File: config.mk
export PLATFORM = sky130hd
export DESIGN_NAME = bounded_rational_ratio_approx_core
export DESIGN_NICKNAME = d
export VERILOG_FILES = /design/src/sv/brra_pkg.sv /design/src/sv/brra_div.sv /design/src/sv/brra_mac.sv /design/src/sv/bounded_rational_ratio_approx_core.sv
export SDC_FILE = /design/constraint.sdc
export NUM_CORES = 2
export LEC_CHECK = 0
export ABC_AREA = 1
export BUFFER_PORTS_ARGS = -buffer_cell sky130_fd_sc_hd__buf_2
export CAP_MARGIN = 20
export CORE_ASPECT_RATIO = 1.1
export CORE_MARGIN = 3
export CORE_UTILIZATION = 50
export CTS_CLUSTER_SIZE = 16
export DETAILED_ROUTE_END_ITERATION = 7
export GPL_TIMING_DRIVEN = 0
export PLACE_DENSITY = 0.66
export SYNTH_ARGS = -nofsm -noshare
export SYNTH_HDL_FRONTEND = slang
export SYNTH_SLANG_ARGS = --single-unit
File: constraint.sdc
create_clock -name clk -period 7.9 [get_ports clk]
set_clock_uncertainty 0.15 [all_clocks]
set_input_delay 0 -clock clk [delete_from_list [all_inputs] [get_ports clk]]
set_output_delay 0 -clock clk [all_outputs]
set_load 0.05 [all_outputs]
File: src/sv/brra_pkg.sv
// Package for the bounded rational ratio approximation core.
// Holds widths, the register reset value and shared control structs.
// No dependencies.
`timescale 1ns / 1ps
`default_nettype none
package brra_pkg;
  localparam int RATE_BITS = 32;
  localparam int CNT_BITS  = 6;
  localparam logic [RATE_BITS-1:0] MAXD_RESET = RATE_BITS'(1024);

  // Request and reply between sequencer and serial units.
  typedef struct packed {
    logic start;
  } brra_ctl_t;

  typedef struct packed {
    logic busy;
    logic done;
  } brra_sts_t;
endpackage
`default_nettype wire

File: src/sv/brra_div.sv
// Restoring bit-serial divider: one quotient bit per cycle.
// Depends on brra_pkg.
`timescale 1ns / 1ps
`default_nettype none
module brra_div (
  input  wire logic                           clk,
  input  wire logic                           rst_n,
  input  wire brra_pkg::brra_ctl_t            ctl,
  input  wire logic [brra_pkg::RATE_BITS-1:0] dividend,
  input  wire logic [brra_pkg::RATE_BITS-1:0] divisor,
  output      brra_pkg::brra_sts_t            sts,
  output      logic [brra_pkg::RATE_BITS-1:0] quotient,
  output      logic [brra_pkg::RATE_BITS-1:0] remainder
);
  import brra_pkg::*;

  logic [RATE_BITS-1:0] q_r, q_nxt, d_r, d_nxt;
  logic [RATE_BITS:0]   rem_r, rem_nxt;
  logic [RATE_BITS:0]   trial;
  logic [CNT_BITS-1:0]  cnt_r, cnt_nxt;
  logic                 busy_r, busy_nxt, done_r, done_nxt;

  // Shift in one dividend bit and try a subtract.
  always_comb begin
    q_nxt    = q_r;
    d_nxt    = d_r;
    rem_nxt  = rem_r;
    cnt_nxt  = cnt_r;
    busy_nxt = busy_r;
    done_nxt = 1'b0;
    trial    = {rem_r[RATE_BITS-1:0], q_r[RATE_BITS-1]} - {1'b0, d_r};
    if (ctl.start && !busy_r) begin
      q_nxt    = dividend;
      d_nxt    = divisor;
      rem_nxt  = '0;
      cnt_nxt  = CNT_BITS'(RATE_BITS);
      busy_nxt = 1'b1;
    end else if (busy_r) begin
      if (!trial[RATE_BITS]) begin
        rem_nxt = trial;
        q_nxt   = {q_r[RATE_BITS-2:0], 1'b1};
      end else begin
        rem_nxt = {rem_r[RATE_BITS-1:0], q_r[RATE_BITS-1]};
        q_nxt   = {q_r[RATE_BITS-2:0], 1'b0};
      end
      cnt_nxt = cnt_r - 1'b1;
      if (cnt_r == CNT_BITS'(1)) begin
        busy_nxt = 1'b0;
        done_nxt = 1'b1;
      end
    end
  end

  always_ff @(posedge clk) begin
    q_r   <= q_nxt;
    d_r   <= d_nxt;
    rem_r <= rem_nxt;
    if (!rst_n) begin
      cnt_r  <= '0;
      busy_r <= 1'b0;
      done_r <= 1'b0;
    end else begin
      cnt_r  <= cnt_nxt;
      busy_r <= busy_nxt;
      done_r <= done_nxt;
    end
  end

  assign sts.busy  = busy_r;
  assign sts.done  = done_r;
  assign quotient  = q_r;
  assign remainder = rem_r[RATE_BITS-1:0];

  a_done_after_busy: assert property (@(posedge clk) disable iff (!rst_n)
    done_r |-> $past(busy_r)) else $error("done without busy");
  a_cnt_idle: assert property (@(posedge clk) disable iff (!rst_n)
    !busy_r |-> cnt_r == '0) else $error("count nonzero while idle");
  a_busy_cnt: assert property (@(posedge clk) disable iff (!rst_n)
    busy_r |-> cnt_r != '0) else $error("busy with zero count");
endmodule
`default_nettype wire

File: src/sv/brra_mac.sv
// Bit-serial multiply-add: res = a * b + c, one bit of a per cycle.
// Depends on brra_pkg. Result is 2*RATE_BITS+1 wide so overflow is visible.
`timescale 1ns / 1ps
`default_nettype none
module brra_mac (
  input  wire logic                             clk,
  input  wire logic                             rst_n,
  input  wire brra_pkg::brra_ctl_t              ctl,
  input  wire logic [brra_pkg::RATE_BITS-1:0]   mul_a,
  input  wire logic [brra_pkg::RATE_BITS-1:0]   mul_b,
  input  wire logic [brra_pkg::RATE_BITS-1:0]   add_c,
  output      brra_pkg::brra_sts_t              sts,
  output      logic [2*brra_pkg::RATE_BITS:0]   result
);
  import brra_pkg::*;

  localparam int W = 2*RATE_BITS + 1;

  logic [RATE_BITS-1:0] a_r, a_nxt;
  logic [W-1:0]         b_r, b_nxt, acc_r, acc_nxt;
  logic [CNT_BITS-1:0]  cnt_r, cnt_nxt;
  logic                 busy_r, busy_nxt, done_r, done_nxt;

  // Add the shifted multiplicand for each set bit of a.
  always_comb begin
    a_nxt    = a_r;
    b_nxt    = b_r;
    acc_nxt  = acc_r;
    cnt_nxt  = cnt_r;
    busy_nxt = busy_r;
    done_nxt = 1'b0;
    if (ctl.start && !busy_r) begin
      a_nxt    = mul_a;
      b_nxt    = W'(mul_b);
      acc_nxt  = W'(add_c);
      cnt_nxt  = CNT_BITS'(RATE_BITS);
      busy_nxt = 1'b1;
    end else if (busy_r) begin
      if (a_r[0]) acc_nxt = acc_r + b_r;
      a_nxt   = a_r >> 1;
      b_nxt   = b_r << 1;
      cnt_nxt = cnt_r - 1'b1;
      if (cnt_r == CNT_BITS'(1)) begin
        busy_nxt = 1'b0;
        done_nxt = 1'b1;
      end
    end
  end

  always_ff @(posedge clk) begin
    a_r   <= a_nxt;
    b_r   <= b_nxt;
    acc_r <= acc_nxt;
    if (!rst_n) begin
      cnt_r  <= '0;
      busy_r <= 1'b0;
      done_r <= 1'b0;
    end else begin
      cnt_r  <= cnt_nxt;
      busy_r <= busy_nxt;
      done_r <= done_nxt;
    end
  end

  assign sts.busy = busy_r;
  assign sts.done = done_r;
  assign result   = acc_r;

  a_done_after_busy: assert property (@(posedge clk) disable iff (!rst_n)
    done_r |-> $past(busy_r)) else $error("done without busy");
  a_busy_cnt: assert property (@(posedge clk) disable iff (!rst_n)
    busy_r |-> cnt_r != '0) else $error("busy with zero count");
  a_no_overlap: assert property (@(posedge clk) disable iff (!rst_n)
    done_r |-> !busy_r) else $error("done while busy");
endmodule
`default_nettype wire

File: src/sv/bounded_rational_ratio_approx_core.sv
// Bounded rational ratio approximation core: sequencer plus serial units.
// Depends on brra_pkg, brra_div, brra_mac.
// Sequence: each Euclid step runs one divide and two multiply-adds on the serial units,
// then gcd divides and two reduction divides follow. Throughput: one transaction at a
// time, busy high until out_valid; zero rates answer in the cycle after acceptance and
// leave busy low. Reset: synchronous rst_n clears control, limit is 1024.
`timescale 1ns / 1ps
`default_nettype none
module bounded_rational_ratio_approx_core (
  input  wire logic                           clk,
  input  wire logic                           rst_n,
  input  wire logic                           start,
  output      logic                           busy,
  input  wire logic [brra_pkg::RATE_BITS-1:0] in_target_rate,
  input  wire logic [brra_pkg::RATE_BITS-1:0] in_source_rate,
  output      logic                           out_valid,
  output      logic [brra_pkg::RATE_BITS-1:0] out_numerator,
  output      logic [brra_pkg::RATE_BITS-1:0] out_denominator,
  output      logic                           out_rate_error,
  input  wire logic                           cfg_valid,
  output      logic                           cfg_ready,
  input  wire logic [brra_pkg::RATE_BITS-1:0] cfg_den_limit
);
  import brra_pkg::*;

  localparam int W = 2*RATE_BITS + 1;
  localparam logic [3:0] S_IDLE = 4'd0, S_DIV = 4'd1, S_DIVW = 4'd2,
    S_MH = 4'd3, S_MHW = 4'd4, S_MK = 4'd5, S_MKW = 4'd6,
    S_CHK = 4'd7, S_SQD = 4'd8, S_SQDW = 4'd9, S_SH = 4'd10, S_SHW = 4'd11,
    S_SK = 4'd12, S_SKW = 4'd13, S_GCD = 4'd14, S_GCDW = 4'd15;
  // Reduction phase reuses the divide states; flag selects its purpose.
  localparam logic [1:0] RED_GCD = 2'd0, RED_NUM = 2'd1, RED_DEN = 2'd2;

  logic [3:0] st_r, st_nxt;
  logic [RATE_BITS-1:0] maxd_r;
  logic [RATE_BITS-1:0] n_r, d_r, a_r, rm_r, hp1_r, hp2_r, kp1_r, kp2_r;
  logic [RATE_BITS-1:0] mq_r, sh_r, gx_r, gy_r;
  logic [W-1:0] h_r;
  logic [RATE_BITS-1:0] out_n_r, out_d_r;
  logic out_v_r, out_e_r;
  logic [1:0] red_r;

  brra_ctl_t div_ctl, mac_ctl;
  brra_sts_t div_sts, mac_sts;
  logic [RATE_BITS-1:0] div_a, div_b, div_q, div_rm, mac_a, mac_b, mac_c;
  logic [W-1:0] mac_res;
  logic [RATE_BITS-1:0] maxd_eff;

  assign maxd_eff = (maxd_r == '0) ? RATE_BITS'(1) : maxd_r;

  brra_div u_div (.clk, .rst_n, .ctl(div_ctl), .dividend(div_a), .divisor(div_b),
    .sts(div_sts), .quotient(div_q), .remainder(div_rm));
  brra_mac u_mac (.clk, .rst_n, .ctl(mac_ctl), .mul_a(mac_a), .mul_b(mac_b),
    .add_c(mac_c), .sts(mac_sts), .result(mac_res));

  // Hold the limit register; writes come only while idle.
  assign cfg_ready = (st_r == S_IDLE) && !start;
  always_ff @(posedge clk) begin
    if (!rst_n) maxd_r <= MAXD_RESET;
    else if (cfg_valid && cfg_ready) maxd_r <= cfg_den_limit;
  end

  // Unit operand selection.
  always_comb begin
    div_ctl.start = 1'b0;
    mac_ctl.start = 1'b0;
    div_a = n_r; div_b = d_r;
    mac_a = a_r; mac_b = hp1_r; mac_c = hp2_r;
    case (st_r)
      S_DIV:  div_ctl.start = 1'b1;
      S_MH:   mac_ctl.start = 1'b1;
      S_MK:   begin mac_ctl.start = 1'b1; mac_b = kp1_r; mac_c = kp2_r; end
      S_SQD:  begin div_ctl.start = 1'b1; div_a = maxd_eff - kp2_r; div_b = kp1_r; end
      S_SH:   begin mac_ctl.start = 1'b1; mac_a = mq_r; end
      S_SK:   begin mac_ctl.start = 1'b1; mac_a = mq_r; mac_b = kp1_r; mac_c = kp2_r; end
      S_GCD:  begin
        // Skip the divide once the gcd remainder reaches zero.
        div_ctl.start = !(red_r == RED_GCD && gy_r == '0);
        if (red_r == RED_GCD) begin div_a = gx_r; div_b = gy_r; end
        else if (red_r == RED_NUM) begin div_a = hp1_r; div_b = gx_r; end
        else begin div_a = kp1_r; div_b = gx_r; end
      end
      default: ;
    endcase
  end

  // Sequencer.
  always_comb st_nxt = st_r;

  // Pulse the result strobe for one cycle.
  always_ff @(posedge clk) begin
    if (!rst_n) out_v_r <= 1'b0;
    else out_v_r <= (st_r == S_IDLE && start &&
                     (in_target_rate == '0 || in_source_rate == '0)) ||
                    (st_r == S_GCDW && div_sts.done && red_r == RED_DEN);
  end

  always_ff @(posedge clk) begin
    if (!rst_n) begin
      st_r    <= S_IDLE;
      red_r   <= RED_GCD;
    end else begin
      case (st_r)
        S_IDLE: if (start) begin
          out_e_r <= (in_target_rate == '0 || in_source_rate == '0);
          if (in_target_rate == '0 || in_source_rate == '0) begin
            out_n_r <= '0; out_d_r <= '0;
          end else begin
            n_r <= in_target_rate; d_r <= in_source_rate;
            hp2_r <= '0; kp2_r <= RATE_BITS'(1);
            hp1_r <= RATE_BITS'(1); kp1_r <= '0;
            st_r <= S_DIV;
          end
        end
        S_DIV:  st_r <= S_DIVW;
        S_DIVW: if (div_sts.done) begin
          a_r <= div_q; rm_r <= div_rm; st_r <= S_MH;
        end
        S_MH:   st_r <= S_MHW;
        S_MHW:  if (mac_sts.done) begin h_r <= mac_res; st_r <= S_MK; end
        S_MK:   st_r <= S_MKW;
        S_MKW:  if (mac_sts.done) begin
          // Stop on overflow, go semiconvergent on limit, else advance.
          if (h_r[W-1:RATE_BITS] != '0 || mac_res[W-1:RATE_BITS] != '0) begin
            st_r <= S_CHK;
          end else if (mac_res[RATE_BITS-1:0] > maxd_eff) begin
            if (a_r != '0 && kp1_r != '0 && kp2_r <= maxd_eff) st_r <= S_SQD;
            else st_r <= S_CHK;
          end else begin
            hp2_r <= hp1_r; kp2_r <= kp1_r;
            hp1_r <= h_r[RATE_BITS-1:0]; kp1_r <= mac_res[RATE_BITS-1:0];
            if (rm_r == '0) st_r <= S_CHK;
            else begin n_r <= d_r; d_r <= rm_r; st_r <= S_DIV; end
          end
        end
        S_SQD:  st_r <= S_SQDW;
        S_SQDW: if (div_sts.done) begin
          mq_r <= div_q;
          st_r <= (div_q == '0) ? S_CHK : S_SH;
        end
        S_SH:   st_r <= S_SHW;
        S_SHW:  if (mac_sts.done) begin sh_r <= mac_res[RATE_BITS-1:0];
          h_r <= mac_res; st_r <= S_SK; end
        S_SK:   st_r <= S_SKW;
        S_SKW:  if (mac_sts.done) begin
          if (h_r[W-1:RATE_BITS] == '0 && mac_res[W-1:RATE_BITS] == '0 &&
              mac_res[RATE_BITS-1:0] <= maxd_eff && mac_res[RATE_BITS-1:0] != '0) begin
            hp1_r <= sh_r; kp1_r <= mac_res[RATE_BITS-1:0];
          end
          st_r <= S_CHK;
        end
        S_CHK: begin
          // Zero numerator falls back to 1/limit; then start gcd.
          if (hp1_r == '0) begin
            hp1_r <= RATE_BITS'(1); kp1_r <= maxd_eff;
            gx_r <= RATE_BITS'(1); gy_r <= maxd_eff;
          end else begin
            gx_r <= hp1_r; gy_r <= kp1_r;
          end
          red_r <= RED_GCD;
          st_r  <= S_GCD;
        end
        S_GCD: begin
          if (red_r == RED_GCD && gy_r == '0) begin
            if (gx_r == '0) gx_r <= RATE_BITS'(1);
            red_r <= RED_NUM;
          end else st_r <= S_GCDW;
        end
        S_GCDW: if (div_sts.done) begin
          if (red_r == RED_GCD) begin
            gx_r <= gy_r; gy_r <= div_rm; st_r <= S_GCD;
          end else if (red_r == RED_NUM) begin
            out_n_r <= div_q; red_r <= RED_DEN; st_r <= S_GCD;
          end else begin
            out_d_r <= div_q; st_r <= S_IDLE;
          end
        end
        default: st_r <= S_IDLE;
      endcase
    end
  end

  assign busy            = (st_r != S_IDLE) || (st_nxt != st_r);
  assign out_valid       = out_v_r;
  assign out_numerator   = out_n_r;
  assign out_denominator = out_d_r;
  assign out_rate_error  = out_e_r;

  a_err_zero: assert property (@(posedge clk) disable iff (!rst_n)
    out_v_r && out_e_r |-> out_n_r == '0 && out_d_r == '0) else $error("error payload");
  a_den_limit: assert property (@(posedge clk) disable iff (!rst_n)
    out_v_r && !out_e_r |-> out_d_r <= maxd_eff && out_d_r != '0) else $error("den limit");
  a_units_exclusive: assert property (@(posedge clk) disable iff (!rst_n)
    !(div_sts.busy && mac_sts.busy)) else $error("units overlap");
  a_idle_cfg: assert property (@(posedge clk) disable iff (!rst_n)
    cfg_ready |-> !div_sts.busy && !mac_sts.busy) else $error("cfg while busy");
endmodule
`default_nettype wire

# After elaboration in Yosys (flattened, before gate mapping)
# Index checks and enable logic that the tools add are counted.
# word_totals
regBits	827
inputBits	100
output_inout_bits	68
wordCells	273
# classes
addsub	5
order_cmp	3
eq_ne	40
muxes	114
bitwise	3
reduce_logical	72
# op_table
operator	count
2-to-1 mux 32 bit	64
case mux 32 bit (2 select lines)	9
logical NOT 32 bit	8
case mux 32 bit (4 select lines)	2
case mux 32 bit (3 select lines)	1
nonzero test 32 bit	3
logical NOT 33 bit	2
nonzero test 33 bit	2
adder 65 bit	1
<= comparator 32 bit	2
2-to-1 mux 4 bit	16
case mux 4 bit (16 select lines)	1
subtractor 33 x 32 -> 33 bit	1
equality test 4 bit, second input constant	8
greater-than comparator 32 bit	1
subtractor 32 bit	1
2-to-1 mux 6 bit	4
inequality test 2 bit, second input constant	12
AND reduction 7 bit	3
inequality test 2 x 1 -> 1 bit, second input constant	9
equality test 4 x 3 -> 1 bit, second input constant	4
AND reduction 3 bit	5
logical AND 1 bit	14
equality test 6 x 1 -> 1 bit, second input constant	2
27 further kinds	62

# Longest topological paths before layout
# depth
depth_word	9
mapped_depth	23
ltp_nobuf	23

# Hierarchy
# A second synthesis with hierarchy kept.
# unflattened
cells_unflattened	5876
area_unflattened_um2	47130.2
# by_module_without_submodules
module	n_inst	cells_per_inst	area_each_um2	seq_area_each_um2
bounded_rational_ratio_approx_core	1	2953	27441.3	16215.6
brra_mac	1	1874	12697.2	4364.2
brra_div	1	1049	6991.7	2722.6

# Worst setup path after synthesis
# No wires, ideal clock.
# synth_timing
kind	register to register
start	register maxd_r[19]
end	register d_r[0] (enable)
setup_time_ns	0.578
arrival_ns	6.255
required_ns	7.172
setup_slack_ns	0.917
stages_incl_launch_ff	20
n_path_buf	0
period_less_slack_ns	6.983
cell_sequence	dfxtp_1 -> nor4_1 -> nand4_1 -> nor2_1 -> nor2_1 -> inv_1 -> ha_1 -> inv_1 -> nand2_1 -> nand2_1 -> nand2_1 -> nand2_1 -> nand2_1 -> nand2_1 -> nand2_1 -> nand2_1 -> nand2_1 -> nand2_1 -> nand3_1 -> nor3b_1
# synth_between
elab_chain_cells	5
# synth_rtl
item	line_no	rtl
start: declaration	bounded_rational_ratio_approx_core.sv:35	logic [RATE_BITS-1:0] maxd_r;
start signal: assignment	bounded_rational_ratio_approx_core.sv:60	else if (cfg_valid && cfg_ready) maxd_r <= cfg_den_limit;
logical NOT 32 bit	bounded_rational_ratio_approx_core.sv:49	assign maxd_eff = (maxd_r == '0) ? RATE_BITS'(1) : maxd_r;
2-to-1 mux 32 bit *	bounded_rational_ratio_approx_core.sv:49	
greater-than comparator 32 bit *	bounded_rational_ratio_approx_core.sv:126	end else if (mac_res[RATE_BITS-1:0] > maxd_eff) begin
inequality test 2 bit (no line) *	n/a	
AND reduction 8 bit (no line) *	n/a	
end signal: assignment	bounded_rational_ratio_approx_core.sv:109	n_r <= in_target_rate; d_r <= in_source_rate;
end: declaration	bounded_rational_ratio_approx_core.sv:36	logic [RATE_BITS-1:0] n_r, d_r, a_r, rm_r, hp1_r, hp2_r, kp1_r, kp2_r;
# Every way passes the cells marked *; elsewhere a longest branch is shown, timed or not.
# A chain may end at the register's enable or synchronous reset.

# Worst setup path in the final report
# layout_timing
start	register maxd_r[29]
end	register d_r[29] (enable)
# Same word-level chain as after synthesis.

==> reports/qor.csv <==
metric,value,unit
ir_drop,0.251,mV
rows,114,
dr.pass1.iters,6,
slew_headroom,20.7,%
die_h,319,µm
cts_buffers,89,
period_share,60.4,%
core_area,88100,µm²
final_core_util,58.6,%
clock_latency,690,ps
syn-num-nets,5514,
hold_violations,0,
slowest_stage,nor4_1,
wirelength,173,mm
cts_resized,0,
multiInputGateArea,17900,µm²
io_pins,168,
grt-ovfl-total,0,
whs_path_depth,4,
grt_setup_unrepaired,no,
hold-worst-slack,20.4,ps
setup_ws,3130,ps
fmax,0.210,GHz
drtIter0Drc,3659,
cp_common_cell,nand2_1,
r2r_slack,3130,ps
required,8130,ps
area_growth,15.6,%
worstMarginPinSlew,1190,ps
die_x,291,µm
grt_pass1_vias,38700,
place_congestion,1.04,
fin_crit,4770,ps
worstPathMaxFanout,12,
hp-class,in2reg,
synth_ff_type,edfxtp_1,
drv_cap,0,
tritoncts,built,
dp_hpwl,140,mm
regArea,23300,µm²
pre_cts_ws,3210,ps
track_usage,36.5,%
synthArstFlopShare,0,%
path_cells,nor4_1 -> nand4_1 -> nor2_1 -> nor2_1 -> inv_1 -> ha_1 -> inv_1 -> nand2_1 -> nand2_1 -> nand2_1 -> nand2_1 -> nand2_1 -> nand2_1 -> nand2_1 -> nand2_1 -> nand2_1 -> nand2_1 -> nand3_1 -> nor3b_2 -> buf_6 -> buf_6 -> buf_6 -> buf_6,
final_layout_size_suffix_gt1_share,7.80,%
crit_start,maxd_r[29],
ys_seq_elements,827,
port_buffers,166,
r2r_end,d_r[29],
drc_errors,0,
root_buffer,clkbuf_16,
rr_worst_depth,23,
initial_core_util,50.6,%
post_cts_buffers,0,
outcome,"complete, no violations",
cts_sinks,827,
yosys_warnings,0,
critPathArrivalTime,5000,ps
cp-end-kind,flip-flop,
fillCellCount,8027,
grt_pass1_wl,249,mm
hold_buffers,135,
routedWlPerCell,25.1,µm
synth_top_area_cell,edfxtp_1,
p_per_area,335,nW/µm²
power,17.3,mW
worst_setup_path_start_kind,flip-flop,
final_area,51600,µm²
clk_path_buf_depth,3,
h-tree-depth,3,
postPlaceCellArea,47400,µm²
cts.clk_slew.worst_paths,60,ps
ys_types,51,
finalMaxSlewViolations,0,
grt_max_degree,69,
synthTopCellsByArea,"edfxtp_1 45%, nand2_1 10%, dfxtp_1 6.9%",
hold_end,n_r[27],
slowest_delay,860,ps
leakage,20.6,nW
die-area,92900,µm²
synth_edf_count,674,
r2r_start,maxd_r[29],
crit_type,reg2reg,
detail-route-antenna-nets,0,
setup_viol,0,
hp-start,in_target_rate[27],
synth_area,44600,µm²
viasPerCell,5.70,
fin_nets,5936,
vias,39400,
ys_seq_area_share,52.2,%
synth_top_area_share,45.3,%
syn_area_per_cell,8.51,µm²
antenna_found_initial,10,
synthCells,5247,
-- cell type report --
| class | count | area share [%] |
|---|---|---|
| clock buffers | 131 | 4.96 |
| inverters | 690 | 5.02 |
| multi-input cells | 3518 | 34.7 |
| diodes | 1 | 0.00485 |
| clock inverters | 32 | 0.490 |
| flip-flops and latches | 827 | 45.1 |
| well taps | 1160 | 2.81 |
| plain buffers | 212 | 1.82 |
| repair buffers | 331 | 5.08 |
-- power by group --
group	internal, mW	switching (mW)	total [mW]
Combinational	1.95	4.49	6.44
Sequential	5.96	0.789	6.75
Clock	2.29	1.81	4.10
-- logic make-up (layout without fill, tap and decap cells) --
logic type / Yosys count / in the layout / share of synthesized area [%]
and+or+nand+nor: 2204 / 2204 / 20.1
AOI/OAI and AO/OA: 1074 / 1074 / 13.6
buffers and inverters: 902 / 1396 / 7.90
DFF: 827 / 827 / 52.2
adders and majority gates: 167 / 167 / 4.73
xor gates and xnor gates: 62 / 62 / 1.22
muxes: 11 / 11 / 0.277
other: 0 / 1 / 0
-- layout by cell type (no fill, tap or decap), drive strengths merged, types with 16 or more instances in the layout --
| cell | n |
|---|---|
| nor4 | 60 |
| clkbuf | 276 |
| a21boi | 16 |
| clkinv | 27 |
| o21bai | 22 |
| dlygate4sd3 | 135 |
| o21ai | 481 |
| o221ai | 35 |
| nand4 | 54 |
| nand3 | 183 |
| inv | 691 |
| o22ai | 89 |
| nor3 | 43 |
| buf | 263 |
| nor2 | 605 |
| nand2 | 1244 |
| xnor2 | 22 |
| ha | 164 |
| a31oi | 39 |
| dfxtp | 153 |
| edfxtp | 674 |
| a21oi | 281 |
| o21a | 21 |
| xor2 | 40 |
| o211ai | 46 |
-- cells in the mapped netlist (9+ instances only) --
library cell / number
a31oi_1: 39
a21boi_0: 15
o21a_1: 21
o21ai_0: 453
buf_1: 10
dfxtp_1: 153
a21o_1: 14
a22oi_1: 9
nor3_1: 40
buf_2: 43
o21bai_1: 22
xnor2_1: 22
o211ai_1: 46
a41oi_1: 14
o22ai_1: 89
mux2_2: 11
nand2_1: 1240
buf_4: 9
o221ai_1: 35
o21ai_1: 25
nand4_1: 54
nor4_1: 59
nor2_1: 596
xor2_1: 40
ha_1: 164
clkbuf_1: 143
inv_1: 673
nand3_1: 182
edfxtp_1: 674
inv_2: 14
a21oi_1: 279
-- worst max-delay path, delay by kind of cell (launching register included) --
family / cells / cell delay, ps
adders and majority gates: 1 / 130
DFF: 1 / 450
buffers and inverters: 6 / 910
and+or+nand+nor: 16 / 2780
-- metrics by stage --
| stage | setup TNS (ps) | std cells |
|---|---|---|
| 4_1_cts | 0 | 6898 |
| 3_3_place_gp | -389790 | 6573 |
| 6_report | 0 | 6902 |
| 3_5_place_dp | 0 | 6600 |
| 2_1_floorplan | 0 | 5247 |
| 5_1_grt | 0 | 6901 |
-- worst max-delay path by stage --
stage	endpoint	slack (ps)	cells past startpoint
4_1_cts	n_r[26]	3170	23
6_report	d_r[29]	3130	23
5_1_grt	n_r[26]	2970	23
3_3_place_gp	n_r[29]	-3140	19
3_5_place_dp	n_r[30]	3210	23
2_1_floorplan	d_r[0]	920	19
-- layer usage --
metal	global-route usage (%)	part of all wire, %	wire [µm]	up-vias
li1	-	-	-	18600
met1	42.8	37	64000	18500
met2	62.1	48	82800	1752
met3	6.32	7.8	13500	465
met4	23.3	7.3	12700	12
met5	0	0.042	72	-
Note: power is estimated with default switching activity, not from simulation.
